`config.mk`:
```
export PLATFORM = sky130hd
export DESIGN_NAME = cbspl_front
export DESIGN_NICKNAME = d
export VERILOG_FILES = /design/src/sv/cbspl_pkg.sv /design/src/sv/cbspl_front.sv
export SDC_FILE = /design/constraint.sdc
export NUM_CORES = 1
export LEC_CHECK = 0
export CAP_MARGIN = 10
export CORE_AREA = 4 4 197 199
export CTS_CLUSTER_DIAMETER = 150
export DETAILED_ROUTE_END_ITERATION = 6
export DIE_AREA = 0 0 201 203
export DONT_BUFFER_PORTS = 1
export GPL_ROUTABILITY_DRIVEN = 0
export PLACE_DENSITY = 0.62
export SLEW_MARGIN = 20
export SYNTH_ARGS = -nofsm -noshare
export SYNTH_HDL_FRONTEND = slang
export SYNTH_SLANG_ARGS = --single-unit
```
`constraint.sdc`:
```
create_clock -name clk_i -period 2.1 [get_ports clk_i]
set_clock_uncertainty 0.2 [all_clocks]
set_input_delay 0.21 -clock clk_i [delete_from_list [all_inputs] [get_ports clk_i]]
set_output_delay 0.21 -clock clk_i [all_outputs]
set_load 0.01 [all_outputs]
```
`src/sv/cbspl_pkg.sv`:
```
// ----------------------------------------------------------------------------
// cbspl_pkg - shared types and constants for the cubic B-spline evaluator
// Transaction payloads, the front-to-back job record, back-end state codes.
// ----------------------------------------------------------------------------
package cbspl_pkg;

  localparam int unsigned COORD_W   = 32;
  localparam int unsigned T_W       = 13;
  localparam int unsigned WGT_W     = 19;   // signed basis weight, 1.0 = 65536
  localparam int unsigned PROD_W    = COORD_W + WGT_W;
  localparam int unsigned NPTS      = 4;

  localparam logic [T_W-1:0] T_ONE  = 13'h1000;

  // Rounding offsets and weight offsets
  localparam logic [PROD_W-1:0]    RND12   = PROD_W'(12'h800);
  localparam logic [COORD_W-1:0]   RND4    = COORD_W'(4'h8);
  localparam logic [29:0]          RND12_S = 30'h800;
  localparam logic signed [WGT_W-1:0] W1_OFS = 19'sh0aaab;
  localparam logic signed [WGT_W-1:0] W2_OFS = 19'sh02aab;

  // floor(x / 6) = (x * RECIP6) >> RECIP_SH, exact for x < 2**17
  localparam logic [15:0] RECIP6   = 16'd43691;
  localparam int unsigned RECIP_SH = 18;

  localparam int unsigned QUEUE_DEPTH = 2;
  localparam int unsigned QPTR_W      = $clog2(QUEUE_DEPTH);

  typedef struct packed {
    logic [T_W-1:0]            curve_t;
    logic signed [COORD_W-1:0] point_x;
    logic signed [COORD_W-1:0] point_y;
    logic signed [COORD_W-1:0] point_z;
    logic                      evaluate;
  } in_item_t;

  typedef struct packed {
    logic signed [COORD_W-1:0] curve_x;
    logic signed [COORD_W-1:0] curve_y;
    logic signed [COORD_W-1:0] curve_z;
  } out_item_t;

  typedef struct packed {
    logic signed [COORD_W-1:0] x;
    logic signed [COORD_W-1:0] y;
    logic signed [COORD_W-1:0] z;
  } pt3_t;

  // Index 0 is the oldest point
  typedef struct packed {
    logic                 flat;
    logic [T_W-1:0]       t;
    pt3_t [NPTS-1:0]      pts;
  } job_t;

  typedef struct packed {
    logic full;
    logic not_empty;
  } q_stat_t;

  typedef enum logic [2:0] {
    BK_IDLE,
    BK_SQR,
    BK_CUBE,
    BK_WGT,
    BK_TERM,
    BK_LAST,
    BK_OUT
  } bk_state_e;

endpackage

```
`src/sv/cbspl_front.sv`:
```
// ----------------------------------------------------------------------------
// cbspl_front - input side of the spline evaluator
// Holds the three-point window, clamps t, flags flat windows, queues jobs.
// ----------------------------------------------------------------------------
module cbspl_front import cbspl_pkg::*; (
  input  logic     clk_i,
  input  logic     rst_ni,
  input  logic     in_valid_i,
  output logic     in_stall_o,
  input  in_item_t in_data_i,
  input  q_stat_t  q_stat_i,
  output logic     push_o,
  output job_t     push_job_o
);

  pt3_t win_q [3];
  pt3_t new_pt;
  logic accept;

  assign new_pt.x   = in_data_i.point_x;
  assign new_pt.y   = in_data_i.point_y;
  assign new_pt.z   = in_data_i.point_z;

  assign in_stall_o = q_stat_i.full;
  assign accept     = in_valid_i && !in_stall_o;
  assign push_o     = accept && in_data_i.evaluate;

  always_comb begin
    push_job_o.flat   = (win_q[0] == win_q[1]) && (win_q[1] == win_q[2]) &&
                        (win_q[2] == new_pt);
    push_job_o.t      = (in_data_i.curve_t > T_ONE) ? T_ONE : in_data_i.curve_t;
    push_job_o.pts[0] = win_q[0];
    push_job_o.pts[1] = win_q[1];
    push_job_o.pts[2] = win_q[2];
    push_job_o.pts[3] = new_pt;
  end

  always_ff @(posedge clk_i or negedge rst_ni) begin
    if (!rst_ni) begin
      win_q[0] <= '0;
      win_q[1] <= '0;
      win_q[2] <= '0;
    end else if (accept) begin
      win_q[0] <= win_q[1];
      win_q[1] <= win_q[2];
      win_q[2] <= new_pt;
    end
  end

endmodule

```
==> Yosys cells after proc, flatten, opt, wreduce, memory -nomap -nowiden <==
Index checks and enable logic that the tools add are counted.
{ "totals": {"output_inout_bits": 400, "inputBits": 115, "word_cells": 19, "ff_bits": 288, "n_memories": 0, "romBits": 0, "latch_bits": 0, "ramBits": 0} }
{ "classes": {"eq_ne": 3, "n_reduce_logical": 5, "mux": 1, "shift": 0, "magnitude_cmp": 1, "div_mod_pow": 0, "n_addsub": 0, "n_mul": 0, "bitwise": 0} }
{ "op_table": {"columns": ["op", "n"], "rows": [
  ["$eq A96 B96 Y1", 3],
  ["$gt A13 B13 Y1 const B", 1],
  ["$mux W13", 1],
  ["$logic_and A1 B1 Y1", 4],
  ["$logic_not A1 Y1", 1]
]} }

==> Longest topological paths before layout <==
{ "depth": {"word_depth": 3, "depth_mapped": 6, "mapped_depth_nobuf": 6} }

==> Worst setup path after synthesis <==
OpenSTA, ideal clock, no wires.
{ "synth_timing": {"path_kind": "reg2out", "startpoint": "register win_q (netlist bit push_job_o[79])", "endpoint": "output push_job_o[397] (netlist bit)", "n_path_buf": 0, "path_stages_with_launch": 6, "slack_ps": -5, "t_required_ps": 1690, "arrival_ps": 1695, "cell_sequence": "dfrtp_1 > or3_1 > a2111oi_2 > nand3_1 > nor4_1 > and3_1"} }
{ "synth_lines": {"columns": ["element", "line_no", "rtl"], "rows": [
  ["start, declared", "cbspl_front.sv:16", "pt3_t win_q [3];"],
  ["end, declared", "cbspl_front.sv:13", "output job_t push_job_o"]
]} }

==> summary.md <==
| Metric | Value |
|---|---|
| Avg WL per Cell | 26.09 um |
| Final setup TNS | -1.894 ns |
| First-pass GRT wire length | between 70000 and 80000 um |
| Layout Cells excl Fill | between 2000 and 2500 |
| Num ports | about 520 |
| Max-cap violations | 0 |
| Post-Syn Area | 14480 um^2 |
| Crit path kind | reg -> out |
| Final min period | roughly 3.0 ns |
| Psw | just under 8 mW |
| Via density | between 5 and 6 |
| Final hold slack | -0.8236 ns |
| Final wirelength | 53670 um |
| Slowest stage cell on the critical path | nor4_2 |
| Critical-path cell list | buf_4 > xor2_1 > nor4_2 > buf_4 > nand4_1 > nor4_1 > and3_4 |
| Power density over the cells | roughly 1200 nW/um^2 |
| Sequential-to-total area share from yosys stat | around 50% |
| Worst Hold Class | in -> async |
| Sw Ratio | between 30% and 40% |
| Peak VDD IR | 0.0007117 V |
| Dpl ws | -0.6795 ns |
| Critical path capture point type | output pin |
| Slew Limit Fails | 0 |
| Vias in the first global route | between 10000 and 15000 |
| Core area | 37220 um^2 |
| Num CTS Buffers | 36 |
| Worst path bufs/invs | 2 |
| Yosys cell types | 25 |
| Slew HR | about 65% |
| Synth Area per Inst | roughly 13 um^2 |
| Tot GR Track Use | between 20% and 30% |
| DRT iter0 DRCs | about 390 |
| Worst endpoint required time | approximately 1.7 ns |
| Top delay family on crit path | simple AND/OR/NAND/NOR gates |
| Maximum fanout along the worst path | 4 |
| Initial antenna violation count | 2 |
| 1st-pass router iterations | 6 |
| Grt ovf | 0 |
| Clk Tree Root Cell | clkbuf_16 |
| Layout cells sized above 1 | a little under half |
| Placed cells | 1874 |
| Post-Route Utilization | 53.78% |
| Status | finished with violations |
| Worst setup margin | -0.9312 ns |
| Max clock buf depth | 3 |
| Failing checks | hold timing, setup timing |
| Postcts setup bufs | 0 |
| Crit path DAT | 2.62 ns |
| Sequential Power Share | 34.9% |
| Die Height | between 200 and 250 um |
| DRC | 0 |
| Fmax | 0.3299 GHz |
| Internal power | about 15 mW |
| CP dominant cell by count | buf_4 |
| Largest net degree at the start of global routing | 289 |
| CP max stage delay | around 0.46 ns |
| Detailed placement HPWL | around 40000 um |
| Antenna-violating nets left | 0 |
| Fillers | 3189 |
| Area grow syn2layout | 38.24% |
| Post-synth top area share | between 40% and 50% |
| Leak Pwr | 8.650 nW |
| CTS tree | built |
| Commonest non-fill, non-tap cell in the layout | buf_4 |
| Vias | ~11000 |
| Final Setup Violations | 15 |
| H-tree Lvls | 2 |
| Worst Max-Slew Pin Slew | around 0.53 ns |
| RSZ-0062 raised after global routing | yes |
| Worst-skew pair later-pin latency | 0.53 ns |
| #FFs+latches synth | ~290 |
| Initial core utilization | around two fifths |
| Worst-path clk slew | ~0.06 ns |
| Clock Sink Count | ~290 |
| Synthesized net count | around 1200 |
| DIE WIDTH | 201 um |
| Net count, final | around 1700 |
| Most frequent cells in the layout | buf_4 (415), dfrtp_1 (288), mux2_2 (232) |
| Final hold vios | between 200 and 300 |
| Synth top area cells | dfrtp_1 (50%), mux2_2 (18%), xnor2_1 (11%), buf_4 (5.0%), mux2_1 (4.4%) |
| Largest area contributor in the netlist | dfrtp_1 |
| Yosys warnings | 0 |
| Clock power share | around 26% |
| Fin crit share | 144.3% |
| Number of port buffers | 0 |
| Gate Count Post-Synth | 1106 |
| Crit path launch type | flip-flop |
| Die area | slightly above 40000 um^2 |
| Combinational share of power | 39.3% |
| Max FFs per register | 288 |
| Cell row count | 71 |
==> worst register-to-register path: stages (launching register included) <==
cell,delay (ns)
dfrtp_1,0.41
buf_4,0.15
buf_4,0.13
mux2_2,0.26
dlygate4sd3_1,0.56
==> stage by stage <==
stage | total power [mW] | cell area [um^2] | hold slack (ns)
after floorplan | 12.17 | 14480 | -0.2856
after global placement | 16.93 | 17510 | -0.2778
after detailed placement | 17.06 | 17510 | -0.2767
after CTS | 23.55 | 19910 | -0.8595
after global routing | 24.46 | 20010 | -0.8593
final | 23.29 | 20020 | -0.8236
==> layer usage <==
layer	track usage, %	up-vias	share of wire [%]
met3	8.305	90	8.3
li1	-	4726	-
met5	0	-	0.024
met2	44.45	405	50
met4	8.923	2	3.4
met1	29.82	5307	38
==> timing repair <==
item,4_1_cts,5_1_grt
resized for setup,12,10
hold buffers,119,1
pin swaps,2,3
hold endpoints to repair,421,304
setup endpoints to repair,1,2
cloned,0,1
==> power groups by stage <==
stage	clock network, mW	registers, mW	logic, mW
5_1_grt	6.40	8.31	9.75
6_report	6.01	8.12	9.16
2_1_floorplan	0	9.07	3.10
3_5_place_dp	0	8.19	8.87
4_1_cts	6.21	8.11	9.23
3_3_place_gp	0	8.13	8.81
==> cell families (layout without fill, tap and decap cells) <==
kind of cell           count (synthesis)  after routing  synth area share (%)
multiplexers                         288            288                 22.40
flip-flops                           288            288                 49.77
XOR/XNOR                             254            254                 15.36
AND/OR/NAND/NOR                      135            135                 5.781
buffers and inverters                131            606                 6.100
AO/OA/AOI/OAI                         10             10                0.5876
other                                  0              2                     0
==> worst paths after layout <==
check / startpoint / end / slack [ns] / depth (start not counted)
worst min-delay path: rst_ni / push_job_o[11]$_DFFE_PN0P_ / -0.82 / 0
worst max-delay path: push_job_o[125]$_DFFE_PN0P_ / push_job_o[397] / -0.93 / 7
max in group asynchronous: rst_ni / push_job_o[187]$_DFFE_PN0P_ / 2.16 / 0
worst min register to register: push_job_o[137]$_DFFE_PN0P_ / push_job_o[137]$_DFFE_PN0P_ / 0.36 / 1
min in group clk_i: in_data_i[34] / push_job_o[225]$_DFFE_PN0P_ / 0.16 / 2
worst max register to register: push_job_o[212]$_DFFE_PN0P_ / push_job_o[212]$_DFFE_PN0P_ / 0.28 / 4
==> cell usage after synthesis <==
library cell,n
dfrtp_1,288
mux2_2,232
xnor2_1,182
buf_4,97
xor2_1,72
mux2_1,56
nand4_1,50
nor4_1,29
buf_2,22
nor2b_1,13
and3_1,11
nor3_1,11
nand3_1,10
or3_1,7
buf_1,6
clkbuf_1,6
o22ai_1,5
a2111oi_2,2
a211oi_1,1
a221oi_1,1
a22oi_1,1
and2_1,1
nand2_1,1
nand4_4,1
nor4_2,1
==> layout make-up <==
type,count,area [um^2],share of cell area (%)
antenna,2,5.005,0.02500
clock inverter,6,55.05,0.2750
sequential,288,7207,36.00
clock buffer,55,1074,5.363
multi-input combinational,687,6551,32.73
tap,474,593.1,2.963
timing repair buffer,545,4532,22.64
Note: power is estimated with default switching activity, not from simulation.
