<file path="src/sv/cbspl_pkg.sv">
// ----------------------------------------------------------------------------
// cbspl_pkg - shared types and constants for the cubic B-spline evaluator
// Transaction payloads, the front-to-back job record, back-end state codes.
// ----------------------------------------------------------------------------
package cbspl_pkg;

  localparam int unsigned COORD_W   = 32;
  localparam int unsigned T_W       = 13;
  localparam int unsigned WGT_W     = 19;   // signed basis weight, 1.0 = 65536
  localparam int unsigned PROD_W    = COORD_W + WGT_W;
  localparam int unsigned NPTS      = 4;

  localparam logic [T_W-1:0] T_ONE  = 13'h1000;

  // Rounding offsets and weight offsets
  localparam logic [PROD_W-1:0]    RND12   = PROD_W'(12'h800);
  localparam logic [COORD_W-1:0]   RND4    = COORD_W'(4'h8);
  localparam logic [29:0]          RND12_S = 30'h800;
  localparam logic signed [WGT_W-1:0] W1_OFS = 19'sh0aaab;
  localparam logic signed [WGT_W-1:0] W2_OFS = 19'sh02aab;

  // floor(x / 6) = (x * RECIP6) >> RECIP_SH, exact for x < 2**17
  localparam logic [15:0] RECIP6   = 16'd43691;
  localparam int unsigned RECIP_SH = 18;

  localparam int unsigned QUEUE_DEPTH = 2;
  localparam int unsigned QPTR_W      = $clog2(QUEUE_DEPTH);

  typedef struct packed {
    logic [T_W-1:0]            curve_t;
    logic signed [COORD_W-1:0] point_x;
    logic signed [COORD_W-1:0] point_y;
    logic signed [COORD_W-1:0] point_z;
    logic                      evaluate;
  } in_item_t;

  typedef struct packed {
    logic signed [COORD_W-1:0] curve_x;
    logic signed [COORD_W-1:0] curve_y;
    logic signed [COORD_W-1:0] curve_z;
  } out_item_t;

  typedef struct packed {
    logic signed [COORD_W-1:0] x;
    logic signed [COORD_W-1:0] y;
    logic signed [COORD_W-1:0] z;
  } pt3_t;

  // Index 0 is the oldest point
  typedef struct packed {
    logic                 flat;
    logic [T_W-1:0]       t;
    pt3_t [NPTS-1:0]      pts;
  } job_t;

  typedef struct packed {
    logic full;
    logic not_empty;
  } q_stat_t;

  typedef enum logic [2:0] {
    BK_IDLE,
    BK_SQR,
    BK_CUBE,
    BK_WGT,
    BK_TERM,
    BK_LAST,
    BK_OUT
  } bk_state_e;

endpackage

</file>
<file path="src/sv/cbspl_queue.sv">
// ----------------------------------------------------------------------------
// cbspl_queue - short job queue between front and back
// Register-based FIFO; push ignored when full, pop ignored when empty.
// ----------------------------------------------------------------------------
module cbspl_queue import cbspl_pkg::*; (
  input  logic    clk_i,
  input  logic    rst_ni,
  input  logic    push_i,
  input  job_t    push_job_i,
  input  logic    pop_i,
  output job_t    head_o,
  output q_stat_t stat_o
);

  job_t              mem_q [QUEUE_DEPTH];
  logic [QPTR_W-1:0] wr_ptr_q, rd_ptr_q;
  logic [QPTR_W:0]   cnt_q;
  logic              do_push, do_pop;

  assign stat_o.full      = (cnt_q == (QPTR_W+1)'(QUEUE_DEPTH));
  assign stat_o.not_empty = (cnt_q != '0);
  assign do_push          = push_i && !stat_o.full;
  assign do_pop           = pop_i && stat_o.not_empty;
  assign head_o           = mem_q[rd_ptr_q];

  function automatic logic [QPTR_W-1:0] nxt(input logic [QPTR_W-1:0] p);
    return (p == QPTR_W'(QUEUE_DEPTH-1)) ? '0 : p + QPTR_W'(1);
  endfunction

  always_ff @(posedge clk_i or negedge rst_ni) begin
    if (!rst_ni) begin
      wr_ptr_q <= '0;
      rd_ptr_q <= '0;
      cnt_q    <= '0;
    end else begin
      if (do_push) wr_ptr_q <= nxt(wr_ptr_q);
      if (do_pop)  rd_ptr_q <= nxt(rd_ptr_q);
      if (do_push && !do_pop)      cnt_q <= cnt_q + (QPTR_W+1)'(1);
      else if (do_pop && !do_push) cnt_q <= cnt_q - (QPTR_W+1)'(1);
    end
  end

  always_ff @(posedge clk_i) begin
    if (do_push) mem_q[wr_ptr_q] <= push_job_i;
  end

endmodule

</file>
<file path="config.mk">
export PLATFORM = sky130hd
export DESIGN_NAME = cbspl_queue
export DESIGN_NICKNAME = d
export VERILOG_FILES = /design/src/sv/cbspl_pkg.sv /design/src/sv/cbspl_queue.sv
export SDC_FILE = /design/constraint.sdc
export NUM_CORES = 1
export LEC_CHECK = 0
export BUFFER_PORTS_ARGS = -buffer_cell sky130_fd_sc_hd__buf_4
export CAP_MARGIN = 20
export CORE_AREA = 2 2 315 317
export CTS_CLUSTER_DIAMETER = 30
export DETAILED_ROUTE_END_ITERATION = 10
export DIE_AREA = 0 0 317 319
export PLACE_DENSITY = 0.61
export SLEW_MARGIN = 20
export SYNTH_ARGS = -nofsm -noshare
export SYNTH_HDL_FRONTEND = slang
export SYNTH_SLANG_ARGS = --single-unit
</file>
<file path="constraint.sdc">
create_clock -name clk_i -period 42.1 [get_ports clk_i]
set_clock_uncertainty 0.15 [all_clocks]
set_input_delay 8.42 -clock clk_i [delete_from_list [all_inputs] [get_ports clk_i]]
set_output_delay 8.42 -clock clk_i [all_outputs]
set_load 0.005 [all_outputs]
</file>
Word-level counts from Yosys, hierarchy flattened
Memories as Yosys holds them, arrays and structs flattened.
Index checks and enable logic that the tools add are counted.
- output and inout bits: 400
- bits in writable memories: 796
- memories: 1
- register bits after elaboration: 4
- bits of input ports: 402
- memory list (name ; depth ; bits a word ; rd ports ; clocked after memory_dff ; wr ports ; line ; RTL):
    mem_q ; 2 ; 398 ; 1 ; 0 ; 1 ; cbspl_queue.sv:15 ; job_t mem_q [QUEUE_DEPTH];
- reductions and logical operators: 9
- equal/unequal tests: 1
- add/subtract/negate cells: 4
- muxes and demuxes: 6
- operators with widths (kind ; number):
    1-bit logical AND ; 4
    1-bit 2-to-1 mux ; 4
    2-bit 2-to-1 mux ; 2
    2-bit nonzero test ; 2
    1-bit logical NOT ; 3
    1-bit adder, second input constant ; 2
    2-bit by 1-bit adder with 2-bit output, second input constant ; 1
    2-bit equality test, second input constant ; 1
    2-bit by 1-bit subtractor with 2-bit output, second input constant ; 1

Depth between registers and ports, before layout
- word-level depth: 7
- depth in mapped cells: 7
- mapped depth without buffers: 7

Worst setup path after synthesis
No wires, ideal clock.
- path type: input to register
- start point: input push_i
- end point: memory mem_q[0][0] (netlist bit) (enable)
- setup slack: 15.807 ns
- setup time: 1.166 ns
- stages on the path: 2
- path buffers: 0
- data arrival time: 24.976 ns
- data required time: 40.784 ns
- cells stage by stage: nand2_1 nor2_1
- cells in the longest elaborated chain, start to end: 3
- ends and longest elaborated chain (what ; line ; RTL):
    start: declaration ; cbspl_queue.sv:8 ; input logic push_i,
    1-bit logical AND ; cbspl_queue.sv:22 ; assign do_push = push_i && !stat_o.full;
    1-bit 2-to-1 mux ; cbspl_queue.sv:44 ; if (do_push) mem_q[wr_ptr_q] <= push_job_i;
    1-bit 2-to-1 mux (not written as such) ; cbspl_queue.sv:44 ;
    end: declaration ; cbspl_queue.sv:15 ;
Every way passes these cells.

==> results.tsv <==
stage	metric	value	unit
outcome	outcome	completed	
critical_path	Critical Path AT	4820	ps
critical_path	Worst R2R Path Depth	5	
global_route	GRT Overall Usage	13.45	%
global_route	first-pass GRT wire length	101.7	mm
power_and_ir_drop	largest voltage drop on the vdd net	0.05698	mV
critical_path	Critical R2R Capture	mem_q[1][303]$_DFFE_PP_	
clock_tree	Post-CTS Hold Fix Bufs	0	
critical_path	Slowest cell on crit path	sky130_fd_sc_hd__dfrtp_4	
yosys	flip-flop and latch count after synthesis	800	
yosys	post-synth design cell area	28940	µm²
detailed_routing	remaining antenna violation count	0	
placed_design	routability cong.	0.8159	
yosys	Gate Count Post-Synth	1257	
global_route	initial antenna violation count	4	
sta	number of endpoints failing setup at the final stage	0	
finish	area used by sequential logic in the layout	24010	µm²
detailed_routing	total vias in the final route	15450	
floorplanning	count of boundary I/O pins	802	
finish	fin util	43.04	%
clock_tree	deepest clock path buffer count	3	
clock_tree	Clock Latency Late Sink	710	ps
critical_path	peak per-stage delay on the critical path	910	ps
run	# Max-Cap Violations	0	
floorplanning	standard cell core area	97700	µm²
power_and_ir_drop	Cell Pwr Density	76.01	nW/µm²
hold_path	depth of the worst hold-timing path	1	
finish	highest-count cells in the layout ignoring fill and taps	sky130_fd_sc_hd__buf_4, sky130_fd_sc_hd__edfxtp_1, sky130_fd_sc_hd__mux2_1, sky130_fd_sc_hd__mux2_2, sky130_fd_sc_hd__clkbuf_16	
clock_tree	CTS tree	built	
clock_tree	buffer count from post-CTS setup fixing	0	
clock_tree	clock sinks	800	
finish	fraction of final layout cells with drive strength greater than 1	55.18	%
hold_path	endpoint of the worst hold-timing path	cnt_q[1]$_DFFE_PN0P_	
finish	most frequent standard cell in the layout excluding fill and tap cells	sky130_fd_sc_hd__buf_4	
critical_path	crit path capture type	output port	
sta	worst-case headroom to the max-slew limit	27.56	%
sta	share of the clock period used by the worst path after layout	31.81	%
floorplanning	FP Rows	115	
critical_path	worst setup slack for register-to-register paths	37230	ps
sta	number of slew-limit violations in the final report	0	
detailed_routing	DRC	0	
global_route	pin count of the biggest net entering global routing	134	
yosys	Yosys warning count	0	
global_route	residual overflow from global routing	0	
finish	area occupied by multi-input gates	4584	µm²
detailed_routing	via density per instance	4.269	
finish	area added between synthesis and finish	45.28	%
detailed_routing	final routed wire length divided by cell count	19.69	µm
sta	Total Neg Setup Slack	0	ps
hold_path	worst hold-check path type	flop to flop	
placed_design	HPWL after detailed placement	48.37	mm
clock_tree	clk root buf	sky130_fd_sc_hd__clkbuf_16	
sta	maximum achievable frequency	0.07467	GHz
critical_path	CP Class	flop to output port	
yosys	number of nets in the synthesized netlist	1660	
critical_path	required time of the critical path	33530	ps
sta	actual slew at the worst max-slew pin	1087	ps
yosys	number of library cell types mapped by synthesis	16	
detailed_routing	Total Routed Length	71.25	mm
yosys	sequential-to-total area share from yosys stat	82.93	%
detailed_routing	count of TritonRoute iterations in the first routing pass	5	
clock_tree	total clock buffers created by CTS	163	
floorplanning	chip width	317	µm
sta	min cycle time layout	13390	ps
finish	FILL cells	8438	
critical_path	Critical Path Most Common Cell	sky130_fd_sc_hd__buf_4	
clock_tree	clock-pin slew on the worst setup and hold paths	40	ps
clock_tree	post_cts resized	0	
clock_tree	H-tree levels	4	
floorplanning	area enclosed by the die boundary	101100	µm²
yosys	mean post-synth cell area	23.03	µm²
critical_path	maximum fanout along the worst path	72	
placed_design	number of I/O port buffers	801	
power_and_ir_drop	Pleak	0.01574	µW
global_route	number of global-route vias before repair	16800	
hold_path	Hold Startpoint	cnt_q[1]$_DFFE_PN0P_	
detailed_routing	iteration-0 DRC count of the detailed router	897	
sta	unrepaired setup endpoints after global routing	no	
critical_path	Critical R2R Launch	cnt_q[0]$_DFFE_PN0P_	
floorplanning	initial core utilization	29.62	%
floorplanning	die boundary height	319	µm
critical_path	launching element type of the critical path	flop	
critical_path	series of cell instances along the critical path	buf_4, buf_4, buf_4, mux2_1, buf_4	
finish	final net count	2597	
sta	final hold violations	0	
worst max path at each step:
| stage | start | endpoint | slack, ps | depth (start not counted) |
|---|---|---|---|---|
| after floorplan | push_i | mem_q[0][0]$_DFFE_PP_ | 15810 | 2 |
| after global placement | push_i | mem_q[1][225]$_DFFE_PP_ | 29480 | 5 |
| after detailed placement | push_i | mem_q[1][215]$_DFFE_PP_ | 29370 | 5 |
| after CTS | rd_ptr_q$_DFFE_PN0P_ | head_o[239] | 28620 | 5 |
| after global routing | rd_ptr_q$_DFFE_PN0P_ | head_o[239] | 28430 | 5 |
| final | rd_ptr_q$_DFFE_PN0P_ | head_o[239] | 28710 | 5 |
Yosys cell counts (all sizes together):
master | n | area, µm²
and3 | 1 | 6.260
buf | 44 | 360.4
dfrtp | 4 | 100.1
edfxtp | 796 | 23900
ha | 1 | 12.51
inv | 2 | 7.510
mux2 | 398 | 4482
nand2 | 2 | 7.510
nand2b | 1 | 6.260
nor2 | 2 | 7.510
or2 | 1 | 6.260
xnor2 | 3 | 26.28
xor2 | 2 | 17.52
state kept, by name, indices dropped and copies added, names as in the netlist:
register	flops
rd_ptr_q	1
cnt_q	2
wr_ptr_q	1
mem_q	796
layout make-up:
type	instances	share of cell area (%)
clock buffer	180	10.00
sequential	800	57.09
tap	1287	3.830
multi-input combinational	411	10.90
antenna	4	0.02381
timing repair buffer	816	14.60
clock inverter	118	3.529
inverter	2	0.01785
worst max-delay path: cells and delay by family (launching register included):
| family | cells | cell delay [ps] |
|---|---|---|
| buffers and inverters | 4 | 2560 |
| muxes | 1 | 420 |
| DFF | 1 | 910 |
routing by layer:
metal  vias to the layer above  share of wire (%)  track usage, %
met5                         -                  0               0
li1                       6990                  -               -
met4                         0                3.0           6.426
met2                       725                 52           23.56
met1                      7601                 35           13.23
met3                       130                 11           6.386
report_power, final:
group / internal (µW) / total, µW / switching [µW]
combinational: 386 / 755 / 369
clock: 877 / 1300 / 424
sequential: 1090 / 1140 / 46.3
cells by family after synthesis:
kind of cell / synth area share (%)
adder cells (fa/ha/maj): 0.04322
XOR/XNOR: 0.1513
buffers and inverters: 1.271
AND/OR/NAND/NOR: 0.1168
multiplexers: 15.49
flip-flops: 82.93
through the flow:
stage               hold WS (ps)  total power [µW]  setup WS [ps]  cell area, µm²  cells
floorplan                  305.9              1621          15810           28940   1257
global placement           320.0              1906          29480           36350   3316
detailed placement         334.3              1921          29370           36350   3316
CTS                        342.4              3243          28620           42040   3614
global route               361.4              3334          28430           42050   3617
finish                     339.2              3196          28710           42050   3618
No activity file was read; power rests on OpenSTA's default activity.
